### src/sv/seven_segment_two_wire_display_driver_defines.svh
// Assertion helpers used by the top-level driver module.
`ifndef SEVEN_SEGMENT_TWO_WIRE_DISPLAY_DRIVER_DEFINES_SVH
`define SEVEN_SEGMENT_TWO_WIRE_DISPLAY_DRIVER_DEFINES_SVH

// Same-cycle implication, checked on every rising edge outside reset.
`define SSD_ASSERT_NOW(label, clk, rst_n, ante, cons) \
    label: assert property (@(posedge clk) disable iff (!(rst_n)) (ante) |-> (cons)) \
        else $error("ssd: same-cycle check failed");

// Next-cycle implication, checked on every rising edge outside reset.
`define SSD_ASSERT_NEXT(label, clk, rst_n, ante, cons) \
    label: assert property (@(posedge clk) disable iff (!(rst_n)) (ante) |=> (cons)) \
        else $error("ssd: next-cycle check failed");

`endif

### src/sv/ssd_pkg.sv
`default_nettype none

package ssd_pkg;

    // Defaults for the top-level parameters.
    localparam int POSITION_COUNT_DEF = 4;
    localparam int BRIGHTNESS_TOP_DEF = 7;

    // Request codes.
    localparam logic [2:0] OP_TICK  = 3'd0;
    localparam logic [2:0] OP_RAW   = 3'd1;
    localparam logic [2:0] OP_DIGIT = 3'd2;
    localparam logic [2:0] OP_COLON = 3'd3;
    localparam logic [2:0] OP_DISP  = 3'd4;

    // Configuration register indexes.
    localparam logic [1:0] CFG_DATA_CMD = 2'd0;
    localparam logic [1:0] CFG_ADDR_CMD = 2'd1;
    localparam logic [1:0] CFG_DISP_CMD = 2'd2;

    // Configuration reset values.
    localparam logic [7:0] DATA_CMD_RST = 8'h44;
    localparam logic [7:0] ADDR_CMD_RST = 8'hC0;
    localparam logic [7:0] DISP_CMD_RST = 8'h80;

    // The digit position that carries the colon in segment bit 7.
    localparam logic [1:0] COLON_POS    = 2'd1;
    localparam logic [7:0] COLON_BIT    = 8'h80;
    localparam logic [7:0] ALL_SEGS     = 8'hFF;
    localparam logic [7:0] BLANK_SEGS   = 8'h00;

    // Byte counts: raw, digit and colon requests queue three, display control one.
    localparam logic [1:0] CNT_DIGIT    = 2'd3;
    localparam logic [1:0] CNT_SINGLE   = 2'd1;
    localparam logic [1:0] CNT_SPLIT    = 2'd2;

    // Waveform phases, one-hot.
    typedef enum logic [8:0] {
        PH_IDLE     = 9'b000000001,
        PH_START_HI = 9'b000000010,
        PH_START_LO = 9'b000000100,
        PH_BIT_LO   = 9'b000001000,
        PH_BIT_HI   = 9'b000010000,
        PH_ACK_LO   = 9'b000100000,
        PH_ACK_HI   = 9'b001000000,
        PH_STOP_LO  = 9'b010000000,
        PH_STOP_HI  = 9'b100000000
    } t_phase;

    // Bytes handed from the request builder to the sequencer.
    typedef struct packed {
        logic            valid;
        logic [2:0][7:0] bytes;
        logic [1:0]      count;
    } t_load;

    // Pin levels and status from the sequencer.
    typedef struct packed {
        logic clk_level;
        logic dio_level;
        logic dio_driven;
        logic busy;
        logic no_ack;
        logic idle;
    } t_wave;

    // Segment pattern of a decimal digit; 10 and above blank the digit.
    function automatic logic [7:0] seg_code(input logic [7:0] digit);
        logic [7:0] segs;
        case (digit)
            8'd0: segs = 8'h3F;
            8'd1: segs = 8'h06;
            8'd2: segs = 8'h5B;
            8'd3: segs = 8'h4F;
            8'd4: segs = 8'h66;
            8'd5: segs = 8'h6D;
            8'd6: segs = 8'h7D;
            8'd7: segs = 8'h07;
            8'd8: segs = 8'h7F;
            8'd9: segs = 8'h6F;
            default: segs = BLANK_SEGS;
        endcase
        return segs;
    endfunction

endpackage

`default_nettype wire

### src/sv/ssd_in_if.sv
`default_nettype none

interface ssd_in_if;
    logic       valid;
    logic       ready;
    logic [2:0] opcode;
    logic [1:0] position;
    logic [7:0] value;
    logic       enable;
    logic       dio_in;

    modport source (
        output valid, opcode, position, value, enable, dio_in,
        input  ready
    );
    modport sink (
        input  valid, opcode, position, value, enable, dio_in,
        output ready
    );
endinterface

`default_nettype wire

### src/sv/ssd_out_if.sv
`default_nettype none

interface ssd_out_if;
    logic valid;
    logic ready;
    logic clk_level;
    logic dio_level;
    logic dio_driven;
    logic busy_res;
    logic accepted;
    logic no_ack;

    modport source (
        output valid, clk_level, dio_level, dio_driven, busy_res, accepted, no_ack,
        input  ready
    );
    modport sink (
        input  valid, clk_level, dio_level, dio_driven, busy_res, accepted, no_ack,
        output ready
    );
endinterface

`default_nettype wire

### src/sv/seven_segment_two_wire_display_driver.sv
// Two-wire serial master for a four-digit seven-segment display driver chip.
// Beats arrive on i_req: a tick (opcode tick) plays one delay period of the
// bit-banged waveform, and a request opcode (raw segments, decimal digit,
// colon, display control) is taken only while the line is idle; the other
// codes are neither. Every input beat gives exactly one result beat on o_res,
// holding the clock and data pin levels for that period, whether the data line
// is driven or released for the ack slot, the busy flag, whether the request
// was taken, and the level last sampled in an ack slot.
// The result of a beat is registered and shows in the cycle after it is
// accepted. Throughput is one beat per cycle while the receiver takes results;
// the work per beat is a single pass through the request builder and the phase
// sequencer into the result register. While a result waits in that register
// the block still accepts a beat at the same edge at which the result is
// taken; if the receiver stalls, i_req.ready falls and the waiting result holds.
// The user writes the three command bytes on i_cfg only while idle; the block
// does not enforce it. Reset (synchronous, active low) leaves the line idle
// with no transfer queued, the command bytes at their defaults, the colon
// digit all lit and the display on at full brightness.
`default_nettype none

`include "seven_segment_two_wire_display_driver_defines.svh"

module seven_segment_two_wire_display_driver #(
    parameter int POSITION_COUNT = ssd_pkg::POSITION_COUNT_DEF,
    parameter int BRIGHTNESS_TOP = ssd_pkg::BRIGHTNESS_TOP_DEF
) (
    input  wire logic       i_clk,
    input  wire logic       i_rst_n,
    ssd_in_if.sink          i_req,
    ssd_out_if.source       o_res,
    input  wire logic       i_cfg_we,
    input  wire logic [1:0] i_cfg_index,
    input  wire logic [7:0] i_cfg_data
);

    // Command byte registers, to be written only while the block is idle; the block does not enforce it.
    logic [7:0] r_data_cmd;
    logic [7:0] r_addr_cmd;
    logic [7:0] r_disp_cmd;

    // Result register: one beat waiting for the receiver.
    logic r_out_valid;
    logic r_clk_level;
    logic r_dio_level;
    logic r_dio_driven;
    logic r_busy;
    logic r_accepted;
    logic r_no_ack;

    logic           in_beat;
    logic           is_tick;
    logic           is_request;
    logic           take;
    ssd_pkg::t_load load;
    ssd_pkg::t_wave wave;

    // The input side is open whenever the result register is empty or its
    // beat is being taken in this cycle.
    assign i_req.ready = !r_out_valid || o_res.ready;
    assign in_beat     = i_req.valid && i_req.ready;
    assign is_tick     = (i_req.opcode == ssd_pkg::OP_TICK);
    assign is_request  = i_req.opcode inside {ssd_pkg::OP_RAW, ssd_pkg::OP_DIGIT,
                                              ssd_pkg::OP_COLON, ssd_pkg::OP_DISP};
    // A request is taken only with the line idle; otherwise it is dropped
    // and reported with accepted low.
    assign take        = in_beat && is_request && wave.idle;

    always_ff @(posedge i_clk) begin
        if (!i_rst_n) begin
            r_data_cmd <= ssd_pkg::DATA_CMD_RST;
            r_addr_cmd <= ssd_pkg::ADDR_CMD_RST;
            r_disp_cmd <= ssd_pkg::DISP_CMD_RST;
        end else if (i_cfg_we) begin
            case (i_cfg_index)
                ssd_pkg::CFG_DATA_CMD: r_data_cmd <= i_cfg_data;
                ssd_pkg::CFG_ADDR_CMD: r_addr_cmd <= i_cfg_data;
                ssd_pkg::CFG_DISP_CMD: r_disp_cmd <= i_cfg_data;
                default: begin
                end
            endcase
        end
    end

    ssd_req #(
        .POSITION_COUNT (POSITION_COUNT),
        .BRIGHTNESS_TOP (BRIGHTNESS_TOP)
    ) u_req (
        .i_clk      (i_clk),
        .i_rst_n    (i_rst_n),
        .i_take     (take),
        .i_opcode   (i_req.opcode),
        .i_position (i_req.position),
        .i_value    (i_req.value),
        .i_enable   (i_req.enable),
        .i_data_cmd (r_data_cmd),
        .i_addr_cmd (r_addr_cmd),
        .i_disp_cmd (r_disp_cmd),
        .o_load     (load)
    );

    ssd_wave u_wave (
        .i_clk    (i_clk),
        .i_rst_n  (i_rst_n),
        .i_step   (in_beat && is_tick),
        .i_dio_in (i_req.dio_in),
        .i_load   (load),
        .o_wave   (wave)
    );

    // The pin levels reflect the phase before this beat; busy and the ack
    // flag reflect the state the beat leaves behind.
    always_ff @(posedge i_clk) begin
        if (!i_rst_n) begin
            r_out_valid <= 1'b0;
        end else if (in_beat) begin
            r_out_valid <= 1'b1;
        end else if (o_res.ready) begin
            r_out_valid <= 1'b0;
        end
    end

    always_ff @(posedge i_clk) begin
        if (in_beat) begin
            r_clk_level  <= wave.clk_level;
            r_dio_level  <= wave.dio_level;
            r_dio_driven <= wave.dio_driven;
            r_busy       <= wave.busy;
            r_accepted   <= take;
            r_no_ack     <= wave.no_ack;
        end
    end

    assign o_res.valid      = r_out_valid;
    assign o_res.clk_level  = r_clk_level;
    assign o_res.dio_level  = r_dio_level;
    assign o_res.dio_driven = r_dio_driven;
    assign o_res.busy_res   = r_busy;
    assign o_res.accepted   = r_accepted;
    assign o_res.no_ack     = r_no_ack;

    // A taken request always starts a transfer.
    `SSD_ASSERT_NOW(a_taken_is_busy, i_clk, i_rst_n, r_out_valid && r_accepted, r_busy)
    // A taken request leaves the sequencer out of idle in the next cycle.
    `SSD_ASSERT_NEXT(a_take_leaves_idle, i_clk, i_rst_n, take, !wave.idle)
    // A released data line is never reported with a high drive level.
    `SSD_ASSERT_NOW(a_release_low, i_clk, i_rst_n, r_out_valid && !r_dio_driven,
                    !r_dio_level)

endmodule

`default_nettype wire

### src/sv/ssd_req.sv
`default_nettype none

// Turns a request into the bytes of its frames and keeps the colon digit
// and the display control setting.
module ssd_req #(
    parameter int POSITION_COUNT = ssd_pkg::POSITION_COUNT_DEF,
    parameter int BRIGHTNESS_TOP = ssd_pkg::BRIGHTNESS_TOP_DEF
) (
    input  wire logic           i_clk,
    input  wire logic           i_rst_n,
    input  wire logic           i_take,
    input  wire logic [2:0]     i_opcode,
    input  wire logic [1:0]     i_position,
    input  wire logic [7:0]     i_value,
    input  wire logic           i_enable,
    input  wire logic [7:0]     i_data_cmd,
    input  wire logic [7:0]     i_addr_cmd,
    input  wire logic [7:0]     i_disp_cmd,
    output ssd_pkg::t_load      o_load
);

    localparam logic [7:0] PosMask   = 8'(POSITION_COUNT - 1);
    localparam logic [7:0] BrightMax = 8'(BRIGHTNESS_TOP);
    localparam logic [3:0] DispRst   = {1'b1, 3'(BRIGHTNESS_TOP)};

    logic [7:0] r_colon;
    logic [7:0] n_colon;
    logic [3:0] r_disp;
    logic [3:0] n_disp;
    logic [7:0] segs;
    logic [2:0] bright;

    always_comb begin
        n_colon       = r_colon;
        n_disp        = r_disp;
        segs          = ssd_pkg::seg_code(i_value);
        bright        = (i_value > BrightMax) ? BrightMax[2:0] : i_value[2:0];
        o_load.valid  = i_take;
        o_load.count  = ssd_pkg::CNT_DIGIT;
        o_load.bytes[0] = i_data_cmd;
        o_load.bytes[1] = i_addr_cmd | ({6'b0, i_position} & PosMask);
        o_load.bytes[2] = i_value;
        case (i_opcode)
            ssd_pkg::OP_DIGIT: begin
                if (i_position == ssd_pkg::COLON_POS) begin
                    segs    = segs | (r_colon & ssd_pkg::COLON_BIT);
                    n_colon = segs;
                end
                o_load.bytes[2] = segs;
            end
            ssd_pkg::OP_COLON: begin
                n_colon         = {(i_value != 8'd0), r_colon[6:0]};
                o_load.bytes[1] = i_addr_cmd | ({6'b0, ssd_pkg::COLON_POS} & PosMask);
                o_load.bytes[2] = n_colon;
            end
            ssd_pkg::OP_DISP: begin
                n_disp          = {i_enable, bright};
                o_load.count    = ssd_pkg::CNT_SINGLE;
                o_load.bytes[0] = i_disp_cmd | {4'b0, n_disp};
                o_load.bytes[1] = 8'd0;
                o_load.bytes[2] = 8'd0;
            end
            default: begin
            end
        endcase
    end

    always_ff @(posedge i_clk) begin
        if (!i_rst_n) begin
            r_colon <= ssd_pkg::ALL_SEGS;
            r_disp  <= DispRst;
        end else if (i_take) begin
            r_colon <= n_colon;
            r_disp  <= n_disp;
        end
    end

endmodule

`default_nettype wire

### src/sv/ssd_wave.sv
`default_nettype none

// Waveform sequencer: one phase of the two-wire waveform per tick.
module ssd_wave (
    input  wire logic           i_clk,
    input  wire logic           i_rst_n,
    input  wire logic           i_step,
    input  wire logic           i_dio_in,
    input  wire ssd_pkg::t_load i_load,
    output ssd_pkg::t_wave      o_wave
);

    ssd_pkg::t_phase  r_phase, n_phase;
    logic [2:0]       r_bit_idx, n_bit_idx;
    logic [7:0]       r_shift, n_shift;
    logic [2:0][7:0]  r_pend, n_pend;
    logic [1:0]       r_cnt, n_cnt;
    logic             r_split, n_split;
    logic             r_ack, n_ack;
    logic             load_next;

    always_comb begin
        o_wave.clk_level  = 1'b1;
        o_wave.dio_level  = 1'b1;
        o_wave.dio_driven = 1'b1;
        case (r_phase)
            ssd_pkg::PH_START_LO: o_wave.dio_level = 1'b0;
            ssd_pkg::PH_BIT_LO: begin
                o_wave.clk_level = 1'b0;
                o_wave.dio_level = r_shift[0];
            end
            ssd_pkg::PH_BIT_HI: o_wave.dio_level = r_shift[0];
            ssd_pkg::PH_ACK_LO: begin
                o_wave.clk_level  = 1'b0;
                o_wave.dio_level  = 1'b0;
                o_wave.dio_driven = 1'b0;
            end
            ssd_pkg::PH_ACK_HI: begin
                o_wave.dio_level  = 1'b0;
                o_wave.dio_driven = 1'b0;
            end
            ssd_pkg::PH_STOP_LO: begin
                o_wave.clk_level = 1'b0;
                o_wave.dio_level = 1'b0;
            end
            ssd_pkg::PH_STOP_HI: o_wave.dio_level = 1'b0;
            default: begin
            end
        endcase

        n_phase   = r_phase;
        n_bit_idx = r_bit_idx;
        n_shift   = r_shift;
        n_pend    = r_pend;
        n_cnt     = r_cnt;
        n_split   = r_split;
        n_ack     = r_ack;
        load_next = 1'b0;
        if (i_step) begin
            case (r_phase)
                ssd_pkg::PH_START_HI: n_phase = ssd_pkg::PH_START_LO;
                ssd_pkg::PH_START_LO: begin
                    n_split   = (r_cnt == ssd_pkg::CNT_SPLIT);
                    load_next = 1'b1;
                    n_phase   = ssd_pkg::PH_BIT_LO;
                end
                ssd_pkg::PH_BIT_LO: n_phase = ssd_pkg::PH_BIT_HI;
                ssd_pkg::PH_BIT_HI: begin
                    if (&r_bit_idx) begin
                        n_phase = ssd_pkg::PH_ACK_LO;
                    end else begin
                        n_bit_idx = r_bit_idx + 3'd1;
                        n_shift   = {1'b0, r_shift[7:1]};
                        n_phase   = ssd_pkg::PH_BIT_LO;
                    end
                end
                ssd_pkg::PH_ACK_LO: n_phase = ssd_pkg::PH_ACK_HI;
                ssd_pkg::PH_ACK_HI: begin
                    n_ack = i_dio_in;
                    if (r_split) begin
                        n_split   = 1'b0;
                        load_next = 1'b1;
                        n_phase   = ssd_pkg::PH_BIT_LO;
                    end else begin
                        n_phase = ssd_pkg::PH_STOP_LO;
                    end
                end
                ssd_pkg::PH_STOP_LO: n_phase = ssd_pkg::PH_STOP_HI;
                ssd_pkg::PH_STOP_HI: begin
                    n_phase = (r_cnt != 2'd0) ? ssd_pkg::PH_START_HI : ssd_pkg::PH_IDLE;
                end
                default: n_phase = ssd_pkg::PH_IDLE;
            endcase
            if (load_next) begin
                n_shift   = r_pend[0];
                n_pend[0] = r_pend[1];
                n_pend[1] = r_pend[2];
                n_pend[2] = 8'd0;
                n_cnt     = (r_cnt != 2'd0) ? r_cnt - 2'd1 : r_cnt;
                n_bit_idx = 3'd0;
            end
        end else if (i_load.valid) begin
            n_pend  = i_load.bytes;
            n_cnt   = i_load.count;
            n_split = 1'b0;
            n_phase = ssd_pkg::PH_START_HI;
        end
        o_wave.busy   = (n_phase != ssd_pkg::PH_IDLE);
        o_wave.no_ack = n_ack;
        o_wave.idle   = (r_phase == ssd_pkg::PH_IDLE);
    end

    always_ff @(posedge i_clk) begin
        if (!i_rst_n) begin
            r_phase   <= ssd_pkg::PH_IDLE;
            r_bit_idx <= 3'd0;
            r_shift   <= 8'd0;
            r_cnt     <= 2'd0;
            r_split   <= 1'b0;
            r_ack     <= 1'b0;
        end else begin
            r_phase   <= n_phase;
            r_bit_idx <= n_bit_idx;
            r_shift   <= n_shift;
            r_cnt     <= n_cnt;
            r_split   <= n_split;
            r_ack     <= n_ack;
        end
    end

    always_ff @(posedge i_clk) begin
        r_pend <= n_pend;
    end

endmodule

`default_nettype wire
### src/flat_wrapper.sv
// flat-port wrapper written by rule: the top's interface ports become plain ports
module seven_segment_two_wire_display_driver_flat 
#(
    parameter int POSITION_COUNT = ssd_pkg::POSITION_COUNT_DEF,
    parameter int BRIGHTNESS_TOP = ssd_pkg::BRIGHTNESS_TOP_DEF
)
  (i_clk, i_rst_n, i_cfg_we, i_cfg_index, i_cfg_data, i_req_valid, i_req_opcode, i_req_position, i_req_value, i_req_enable, i_req_dio_in, i_req_ready, o_res_valid, o_res_clk_level, o_res_dio_level, o_res_dio_driven, o_res_busy_res, o_res_accepted, o_res_no_ack, o_res_ready);
  ssd_in_if i_req_i ();
  ssd_out_if o_res_i ();
  input  wire logic i_clk;
  input  wire logic i_rst_n;
  input  wire logic i_cfg_we;
  input  wire logic [1:0] i_cfg_index;
  input  wire logic [7:0] i_cfg_data;
  input wire logic [$bits(i_req_i.valid)-1:0] i_req_valid;
  input wire logic [$bits(i_req_i.opcode)-1:0] i_req_opcode;
  input wire logic [$bits(i_req_i.position)-1:0] i_req_position;
  input wire logic [$bits(i_req_i.value)-1:0] i_req_value;
  input wire logic [$bits(i_req_i.enable)-1:0] i_req_enable;
  input wire logic [$bits(i_req_i.dio_in)-1:0] i_req_dio_in;
  output wire logic [$bits(i_req_i.ready)-1:0] i_req_ready;
  output wire logic [$bits(o_res_i.valid)-1:0] o_res_valid;
  output wire logic [$bits(o_res_i.clk_level)-1:0] o_res_clk_level;
  output wire logic [$bits(o_res_i.dio_level)-1:0] o_res_dio_level;
  output wire logic [$bits(o_res_i.dio_driven)-1:0] o_res_dio_driven;
  output wire logic [$bits(o_res_i.busy_res)-1:0] o_res_busy_res;
  output wire logic [$bits(o_res_i.accepted)-1:0] o_res_accepted;
  output wire logic [$bits(o_res_i.no_ack)-1:0] o_res_no_ack;
  input wire logic [$bits(o_res_i.ready)-1:0] o_res_ready;
  assign i_req_i.valid = i_req_valid;
  assign i_req_i.opcode = i_req_opcode;
  assign i_req_i.position = i_req_position;
  assign i_req_i.value = i_req_value;
  assign i_req_i.enable = i_req_enable;
  assign i_req_i.dio_in = i_req_dio_in;
  assign i_req_ready = i_req_i.ready;
  assign o_res_valid = o_res_i.valid;
  assign o_res_clk_level = o_res_i.clk_level;
  assign o_res_dio_level = o_res_i.dio_level;
  assign o_res_dio_driven = o_res_i.dio_driven;
  assign o_res_busy_res = o_res_i.busy_res;
  assign o_res_accepted = o_res_i.accepted;
  assign o_res_no_ack = o_res_i.no_ack;
  assign o_res_i.ready = o_res_ready;
  seven_segment_two_wire_display_driver #(.POSITION_COUNT(POSITION_COUNT), .BRIGHTNESS_TOP(BRIGHTNESS_TOP)) u_core (.i_clk(i_clk), .i_rst_n(i_rst_n), .i_req(i_req_i), .o_res(o_res_i), .i_cfg_we(i_cfg_we), .i_cfg_index(i_cfg_index), .i_cfg_data(i_cfg_data));
endmodule
### config.mk
export PLATFORM = sky130hd
export DESIGN_NAME = seven_segment_two_wire_display_driver_flat
export DESIGN_NICKNAME = d
export VERILOG_FILES = /design/src/sv/ssd_pkg.sv /design/src/sv/ssd_in_if.sv /design/src/sv/ssd_out_if.sv /design/src/sv/seven_segment_two_wire_display_driver.sv /design/src/sv/ssd_req.sv /design/src/sv/ssd_wave.sv /design/src/flat_wrapper.sv
export VERILOG_INCLUDE_DIRS = /design/src /design/src/sv
export SDC_FILE = /design/constraint.sdc
export NUM_CORES = 1
export LEC_CHECK = 0
export BUFFER_PORTS_ARGS = -buffer_cell sky130_fd_sc_hd__buf_2
export CORE_MARGIN = 4
export CORE_UTILIZATION = 55
export DETAILED_ROUTE_END_ITERATION = 10
export GPL_ROUTABILITY_DRIVEN = 0
export PLACE_DENSITY = 0.74
export REMOVE_ABC_BUFFERS = 1
export SYNTH_ARGS = -nofsm -noshare
export SYNTH_HDL_FRONTEND = slang
export SYNTH_SLANG_ARGS = --single-unit
### constraint.sdc
create_clock -name i_clk -period 3.5 [get_ports i_clk]
set_input_delay 0.525 -clock i_clk [delete_from_list [all_inputs] [get_ports i_clk]]
set_output_delay 0.525 -clock i_clk [all_outputs]
set_load 0.03 [all_outputs]
==> results of run 1 <==
==> stage by stage <==
stage                     util [%]  power (mW)  TNS (ns)  cell area, um^2  std cells
after global routing         62.08       2.086         0             4822        598
after detailed placement     59.54       1.336         0             4624        582
after CTS                    62.08       2.020         0             4822        598
after floorplan                  -       1.253   -0.6921             4257        437
final                        62.08       2.002         0             4822        598
after global placement       59.54       1.330         0             4624        582
==> layout make-up <==
type / instances / area (um^2)
Sequential cell: 87 / 2042
Multi-Input combinational cell: 341 / 2191
Timing Repair Buffer: 43 / 230.2
Inverter: 9 / 33.78
Clock inverter: 6 / 48.80
Tap cell: 102 / 127.6
Fill cell: 685 / 2945
Clock buffer: 10 / 148.9
==> report_power, final <==
group,total [mW],internal [mW],switching [mW]
combinational,0.209,0.0818,0.127
sequential,1.11,1.09,0.0189
clock,0.687,0.311,0.377
==> worst paths after layout <==
kind / end / slack [ns] / start / cells past startpoint
worst max-delay path: u_core.u_wave.r_pend[8] / 0.82 / u_core.u_wave.r_phase[5] / 3
worst max register to register: u_core.u_wave.r_pend[8] / 0.82 / u_core.u_wave.r_phase[5] / 3
worst min register to register: u_core.u_wave.r_shift[7] / 0.47 / u_core.u_wave.r_shift[7] / 2
worst min-delay path: u_core.r_data_cmd[2] / 0.41 / i_cfg_data[2] / 3
==> cell usage after synthesis (5+ instances only) <==
cell	number	area (um^2)
a21boi_0	10	75.07
a21oi_1	17	85.08
a22oi_1	7	52.55
and2_1	13	81.33
clkbuf_1	23	86.33
dfxtp_1	57	1141
edfxtp_1	30	900.9
ha_1	10	125.1
inv_1	9	33.78
mux2i_1	37	370.4
nand2_1	62	232.7
nand2b_1	7	43.79
nand3_1	18	90.09
nand3b_1	6	45.04
nor2_1	28	105.1
nor2b_1	26	162.7
nor3_1	8	40.04
nor3b_1	5	37.54
nor4_1	5	31.28
o21ai_0	25	125.1
==> registers in the layout (all words and copies together) (netlist names), 3 cells and up <==
signal,count
u_core.r_addr_cmd,8
u_core.r_disp_cmd,8
u_core.u_wave.r_shift,8
u_core.u_wave.r_pend,24
u_core.u_wave.r_phase,9
u_core.u_req.r_colon,8
u_core.r_data_cmd,8
u_core.u_wave.r_bit_idx,3
==> metal layers <==
layer,up-vias,global-route usage [%]
met3,20,2.943
met4,0,7.561
met5,-,0
li1,1713,-
met2,123,32.68
met1,1586,27.59
==> critical path, delay by kind of cell (launching register included) <==
kind | cells | cell delay, ns
AOI/OAI and AO/OA | 2 | 1.29
and+or+nand+nor | 1 | 0.59
DFF | 1 | 0.42
==> kinds of logic (layout without fill, tap and decap cells) <==
group           Yosys count  in the layout  synth area share (%)
compound gates           84             84                 12.55
buf+inv                  42             68                 4.364
flops                    87             87                 46.25
simple gates            203            203                 24.11
fa+ha+maj                10             10                 2.834
mux                      39             39                 8.898
xor+xnor                  5              5                0.9920
==> flow_metrics.tcl, run 1 <==
set metrics [dict create \
    die_w_um 97.60 \
    die-area_mm2 0.009526 \
    core_area_mm2 0.007767 \
    antenna_left 0 \
    setup_viol 0 \
    cts-root-buf "clkbuf_8" \
    cts.sinks 87 \
    cts-hold-fix-buffers 0 \
    critPathSlowestCell "o21bai_2" \
    insertion_delay_ns 0.36 \
    design.portCount 38 \
    ys_types 58 \
    grt_first_pass_wirelength_mm 15.69 \
    ys_ff_latch 87 \
    cts_buffers 9 \
    htreeDepth 3 \
    hold_violations 0 \
    yosysSeqAreaShare_pct 46.25 \
    whs_ns 0.4100 \
    routed-via-count 3442 \
    arrival_ns 2.66 \
    grt_overflow_total 0 \
    max-vdd-ir-drop_uv 247.9 \
    critPathMaxFanout 24 \
    drive_gt1_share_pct 14.92 \
    synth_edf_count 30 \
    dr_wl_met3_um 489 \
    avgSynthCellArea_um2 9.395 \
    rsz0062_at_grt "no" \
    path_class "reg -> reg" \
    dp_slack_ns 0.6854 \
    layout_common_cells "62 x nand2_1, 57 x dfxtp_1, 37 x mux2i_1, 37 x buf_2, 30 x edfxtp_1" \
    synthArstFlopShare_pct 0 \
    die_h_um 97.60 \
    synth_flop_cell "dfxtp_1" \
    num_rows 32 \
    dp_hpwl_mm 6.664 \
    cts.clk_slew.worst_paths_ns 0.09 \
    post_cts_buffers 0 \
    routed-wl-met2_mm 4.453 \
    grt_max_degree 58 \
    fin_skew_ns 0.005361 \
    max_freq_mhz 372.7 \
    slew_headroom_pct 21.91 \
    crit_chain "or4_4, a2111o_1, o21bai_2" \
    synth_area_mm2 0.004415 \
    met1Wirelength_mm 4.207 \
    final_max_slew_viol_count 0 \
    status "finished clean" \
    finalCriticalPeriod_ns 2.683 \
    port_buffers 37 \
    drc 0 \
    max_stage_delay_ns 0.92 \
    wl_per_cell_um 15.63 \
    drt_pass1_iterations 5 \
    worst_slew_pin_slew_ns 1.171 \
    highest_layer "met4" \
    p_leak_nw 1.867 \
    critPathRequiredTime_ns 3.48 \
    drt-total-wl_mm 9.347 \
    drt_iter0_drc 203 \
    via_per_inst 5.756 \
    syn_inst 470 \
    nets 531 \
    layout_commonest_cell "nand2_1" \
    cts_tree "done" \
    hold_path.class "in -> reg" \
    period_share_pct 76.65 \
    grt_pass1_vias 3161 \
    worst_setup_path_end_kind "flip-flop" \
    cp-start-kind "flip-flop" \
    p_per_area_mw_per_mm2 415.2 \
    layout_setup_ws_ns 0.8172 \
    areaGrowthSynthToFinish_pct 9.209 \
    initial_core_util_pct 56.85 \
    antenna_found_initial 0 \
    cts_resized 0 \
    diodes 0 \
    grt.total_usage_pct 20.25 \
    cts_buffer_depth 2 \
    yosys_warnings 0 \
    maxCapViolCount 0 \
]
No activity file was read; power rests on OpenSTA's default activity.
==> inputs of run 2 (changes only) <==
- CORE_UTILIZATION: 55 -> 54
- PLACE_DENSITY: 0.74 -> 0.76
- clock period: 3.5 -> 2.25 ns (I/O delays scaled with it)
==> flow_metrics.tcl, run 2 (synthesis gave the netlist of run 1 again) <==
set metrics [dict create \
    antenna_found_initial 0 \
    layout_commonest_cell "nand2_1" \
    critPathMaxFanout 4 \
    path_class "reg -> reg" \
    dp_hpwl_mm 6.962 \
    layout_common_cells "62 x nand2_1, 57 x dfxtp_1, 37 x mux2i_1, 37 x buf_2" \
    cts_buffer_depth 2 \
    grt_max_degree 39 \
    cts-hold-fix-buffers 0 \
    slew_headroom_pct 51.59 \
    drive_gt1_share_pct 19.54 \
    finalCriticalPeriod_ns 2.275 \
    violations "setup timing" \
    fin_skew_ns 0.005136 \
    worst_slew_pin_slew_ns 0.7195 \
    fillers 673 \
    hold_violations 0 \
    timing.rr.start "u_core.u_wave.r_phase[4]" \
    period_share_pct 101.1 \
    maxCapViolCount 0 \
    reg2reg_to "u_core.o_res.busy_res" \
    max_freq_mhz 439.6 \
    die_w_um 98.43 \
    grt_pass1_vias 3436 \
    drt-total-wl_mm 9.929 \
    num_rows 32 \
    antenna_left 0 \
    port_buffers 37 \
    cts.clk_slew.worst_paths_ns 0.09 \
    cp-start-kind "flip-flop" \
    cts_tree "done" \
    drt_iter0_drc 185 \
    grt_overflow_total 0 \
    nets 557 \
    insertion_delay_ns 0.35 \
    die-area_mm2 0.009687 \
    worst_setup_path_end_kind "flip-flop" \
    ff2ff_setup_slack_ns -0.02 \
    drc 0 \
    hold_path.class "in -> reg" \
    via_per_inst 5.694 \
    max-vdd-ir-drop_uv 340.3 \
    largestRegisters "u_core.u_wave.r_pend (24), u_core.u_wave.r_phase (9)" \
    design.portCount 38 \
    top_register "u_core.u_wave.r_pend" \
    p_per_area_mw_per_mm2 630.5 \
    whs_endpoint "u_core.r_data_cmd[2]" \
    setup_viol 2 \
    status "finished, violations left" \
    dp.cells 606 \
    cts-root-buf "clkbuf_8" \
    r2r_cells 5 \
    drt_pass1_iterations 4 \
    diodes 0 \
    routed-via-count 3553 \
    critPathRequiredTime_ns 2.35 \
    layout_setup_ws_ns -0.02468 \
    finalNonFillerCells 624 \
    final_max_slew_viol_count 0 \
    areaGrowthSynthToFinish_pct 15.10 \
    grt_first_pass_wirelength_mm 16.26 \
    die_h_um 98.43 \
    htreeDepth 3 \
    whs_path_depth 3 \
    wl_per_cell_um 15.91 \
    largest_reg_flops 24 \
    core_area_mm2 0.007848 \
    grt.total_usage_pct 20.84 \
    arrival_ns 2.37 \
    cts_buffers 9 \
    rsz0062_at_grt "yes" \
    finalSetupTns_ns -0.04264 \
    hp-start "i_cfg_data[2]" \
    p_leak_nw 2.013 \
    cts.sinks 87 \
    initial_core_util_pct 56.27 \
]
[run 2: stage by stage]
step           util [%]  worst slack (ns)  hold slack (ns)  area (um^2)  total power [mW]
5_1_grt           64.76          -0.09503           0.2367         5082             3.337
3_3_place_gp      61.38           0.04502           0.4507         4817             2.093
3_5_place_dp      61.38          -0.02448           0.4603         4817             2.103
2_1_floorplan         -            -1.349           0.3994         4257             1.950
4_1_cts           64.13          -0.02658           0.2177         5032             3.219
6_report          64.76          -0.02468           0.2348         5082             3.204
[run 2: per-layer routing]
metal / global-route usage, % / routed length [um]
met1: 26.64 / 4395
met2: 35.00 / 4885
met3: 4.671 / 469
met4: 6.933 / 178
met5: 0 / 0
[run 2: layout make-up]
type / instances / area [um^2] / share of cell area [%]
multi-input combinational: 341 / 2220 / 43.67
sequential: 87 / 2042 / 40.18
timing repair buffer: 69 / 450.4 / 8.863
clock buffer: 12 / 177.7 / 3.496
tap: 102 / 127.6 / 2.511
inverter: 9 / 33.78 / 0.6647
clock inverter: 4 / 31.28 / 0.6155
[run 2: what timing repair did]
item | in CTS | in global routing
setup buffers | 0 | 2
gates resized for setup | 1 | 7
pin swaps | 0 | 2
endpoints found under the setup margin | 1 | 11
gates cloned | 0 | 0
[run 2: worst max-delay path by stage]
stage / slack [ns] / from / depth (start not counted) / to
after global routing: -0.1 / u_core.u_wave.r_phase[4] / 8 / u_core.u_wave.r_shift[0]
after global placement: 0.05 / u_core.u_wave.r_phase[4] / 5 / u_core.o_res.busy_res
final: -0.02 / u_core.u_wave.r_phase[4] / 5 / u_core.o_res.busy_res
after CTS: -0.03 / u_core.u_wave.r_phase[4] / 5 / u_core.o_res.busy_res
after floorplan: -1.35 / u_core.u_wave.r_phase[5] / 5 / u_core.u_wave.r_shift[0]
after detailed placement: -0.02 / u_core.u_wave.r_phase[4] / 5 / u_core.o_res.busy_res
[run 2: worst max-delay path, stage by stage (launching register included)]
cell      delay [ns]
dfxtp_1         0.32
or4_4           0.53
or3_4           0.37
nor3_4          0.13
a311oi_2        0.12
or4_1           0.54
[run 2: where the power goes]
part           switching (mW)  internal (mW)
Combinational           0.215          0.152
Clock                   0.580          0.547
Sequential             0.0200           1.69
Total                   0.815           2.39
==> inputs of run 3 (changes only) <==
- REMOVE_ABC_BUFFERS: 1 -> not set
==> flow_metrics.tcl, run 3 (synthesis gave the netlist of run 1 again) <==
set metrics [dict create \
    status "finished, violations left" \
    violations "setup timing" \
    cts_tree "done" \
    drt_iter0_drc 338 \
    routed-via-count 3602 \
    port_buffers 37 \
    cts.clk_slew.worst_paths_ns 0.09 \
    max_freq_mhz 442.7 \
    grt_overflow_total 0 \
    worst_slew_pin_slew_ns 0.6310 \
    p_leak_nw 1.979 \
    cts_buffer_depth 2 \
    largestRegisters "u_core.u_wave.r_pend (24), u_core.u_wave.r_phase (9)" \
    whs_path_depth 3 \
    maxCapViolCount 0 \
    critPathRequiredTime_ns 2.48 \
    cp-start-kind "flip-flop" \
    whs_endpoint "u_core.r_addr_cmd[7]" \
    core_area_mm2 0.007848 \
    p_per_area_mw_per_mm2 602.0 \
    antenna_found_initial 0 \
    initial_core_util_pct 56.27 \
    grt.total_usage_pct 22.23 \
    period_share_pct 100.4 \
    max_stage_delay_ns 0.53 \
    die_h_um 98.43 \
    place_area_mm2 0.004820 \
    die-area_mm2 0.009687 \
    cts_buffers 9 \
    antenna_left 0 \
    num_rows 32 \
    largest_reg_flops 24 \
    areaGrowthSynthToFinish_pct 14.17 \
    layout_common_cells "61 x nand2_1, 57 x dfxtp_1, 37 x mux2i_1, 37 x buf_2, 30 x edfxtp_1" \
    critPathSlowestCell "or4_4" \
    drc 0 \
    cts-root-buf "clkbuf_8" \
    grt_first_pass_wirelength_mm 17.60 \
    setup_viol 1 \
    layout_setup_ws_ns -0.008972 \
    dp_hpwl_mm 7.593 \
    drt-total-wl_mm 10.47 \
    utilization_pct 64.24 \
    htreeDepth 3 \
    ff2ff_setup_slack_ns -0.009 \
    insertion_delay_ns 0.35 \
    diodes 0 \
    reg2reg_to "u_core.o_res.busy_res" \
    rsz0062_at_grt "yes" \
    path_class "reg -> reg" \
    die_w_um 98.43 \
    drt_pass1_iterations 5 \
    top_register "u_core.u_wave.r_pend" \
    crit_buf_inv 0 \
    finalCriticalPeriod_ns 2.259 \
    drive_gt1_share_pct 19.62 \
    hp-start "i_cfg_data[7]" \
    via_per_inst 5.791 \
    critPathMaxFanout 4 \
    wl_per_cell_um 16.83 \
    worst_setup_path_end_kind "flip-flop" \
    hold_path.class "in -> reg" \
    finalPower_mw 3.035 \
    design.portCount 38 \
    grt_pass1_vias 3586 \
    postLayoutCellArea_mm2 0.005041 \
    crit_chain "or4_4, or3_4, o32a_1, and4_4, a311oi_2, or4_1" \
    fin_skew_ns 0.01287 \
    layout_commonest_cell "nand2_1" \
    r2r_cells 6 \
    arrival_ns 2.49 \
    timing.rr.start "u_core.u_wave.r_phase[4]" \
    cts.sinks 87 \
    critPathLaunch "u_core.u_wave.r_phase[4]" \
    synth_nets 510 \
    grt_max_degree 58 \
    crit_family "simple AND/OR/NAND/NOR gates" \
    hold_violations 0 \
    max-vdd-ir-drop_uv 362.6 \
    slew_headroom_pct 57.81 \
    nets 555 \
    cts-hold-fix-buffers 0 \
    final_max_slew_viol_count 0 \
]
[run 3: cell types whose count changed in the layout (fill, tap and decap cells not counted), moves of 2 or more]
cell       previous run  this run
clkbuf_16             2         0
clkinv_1              0         2
nor3_2                0         2
buf_4                30        27
inv_6                 3         0
clkinv_4              0         2
[run 3: power by group]
| group | internal (mW) | switching, mW |
|---|---|---|
| Combinational | 0.155 | 0.215 |
| Sequential | 1.69 | 0.0222 |
| Clock | 0.397 | 0.556 |
[run 3: worst max path at each step]
stage	to	slack (ns)	cells after the start
2_1_floorplan	u_core.o_res.busy_res	-0.05	6
3_3_place_gp	u_core.o_res.busy_res	0.009	5
3_5_place_dp	u_core.o_res.busy_res	-0.03	6
4_1_cts	u_core.o_res.busy_res	0.0003	6
5_1_grt	u_core.o_res.busy_res	-0.07	6
6_report	u_core.o_res.busy_res	-0.009	6
[run 3: layout make-up]
type / instances / area [um^2]
multi-input cells: 341 / 2238
repair buffers: 67 / 434.2
inverters: 9 / 33.78
fillers: 682 / 2806
well taps: 102 / 127.6
clock inverters: 6 / 37.54
clock buffers: 10 / 127.6
flip-flops and latches: 87 / 2042
[run 3: layer usage]
layer / global-route usage, % / vias to the layer above / part of all wire (%)
li1: - / 1754 / -
met1: 27.97 / 1705 / 42
met2: 38.64 / 126 / 50
met3: 3.185 / 17 / 5.6
met4: 8.508 / 0 / 1.9
met5: 0 / - / 0
[run 3: stage by stage]
| step | setup TNS, ns | cells | hold WS [ns] | setup slack (ns) |
|---|---|---|---|---|
| 3_5_place_dp | -0.02719 | 605 | 0.4580 | -0.02719 |
| 4_1_cts | 0 | 621 | 0.2265 | 0.0002622 |
| 2_1_floorplan | -0.05019 | 470 | 0.4358 | -0.05019 |
| 3_3_place_gp | 0 | 605 | 0.4526 | 0.008550 |
| 6_report | -0.008972 | 622 | 0.2412 | -0.008972 |
| 5_1_grt | -0.1196 | 622 | 0.2370 | -0.07218 |
[run 3: worst register-to-register path: stages, from the launching register on]
cell and delay (ns):
dfxtp_1 0.33, or4_4 0.53, or3_4 0.40, o32a_1 0.33, and4_4 0.18, a311oi_2 0.23, or4_1 0.15
[run 3: repair_timing]
| action | in CTS | in global routing |
|---|---|---|
| setup endpoints to repair | 2 | 45 |
| cloned | 0 | 0 |
| buffers inserted | 0 | 1 |
| resized for setup | 0 | 10 |
| pin swaps | 2 | 2 |
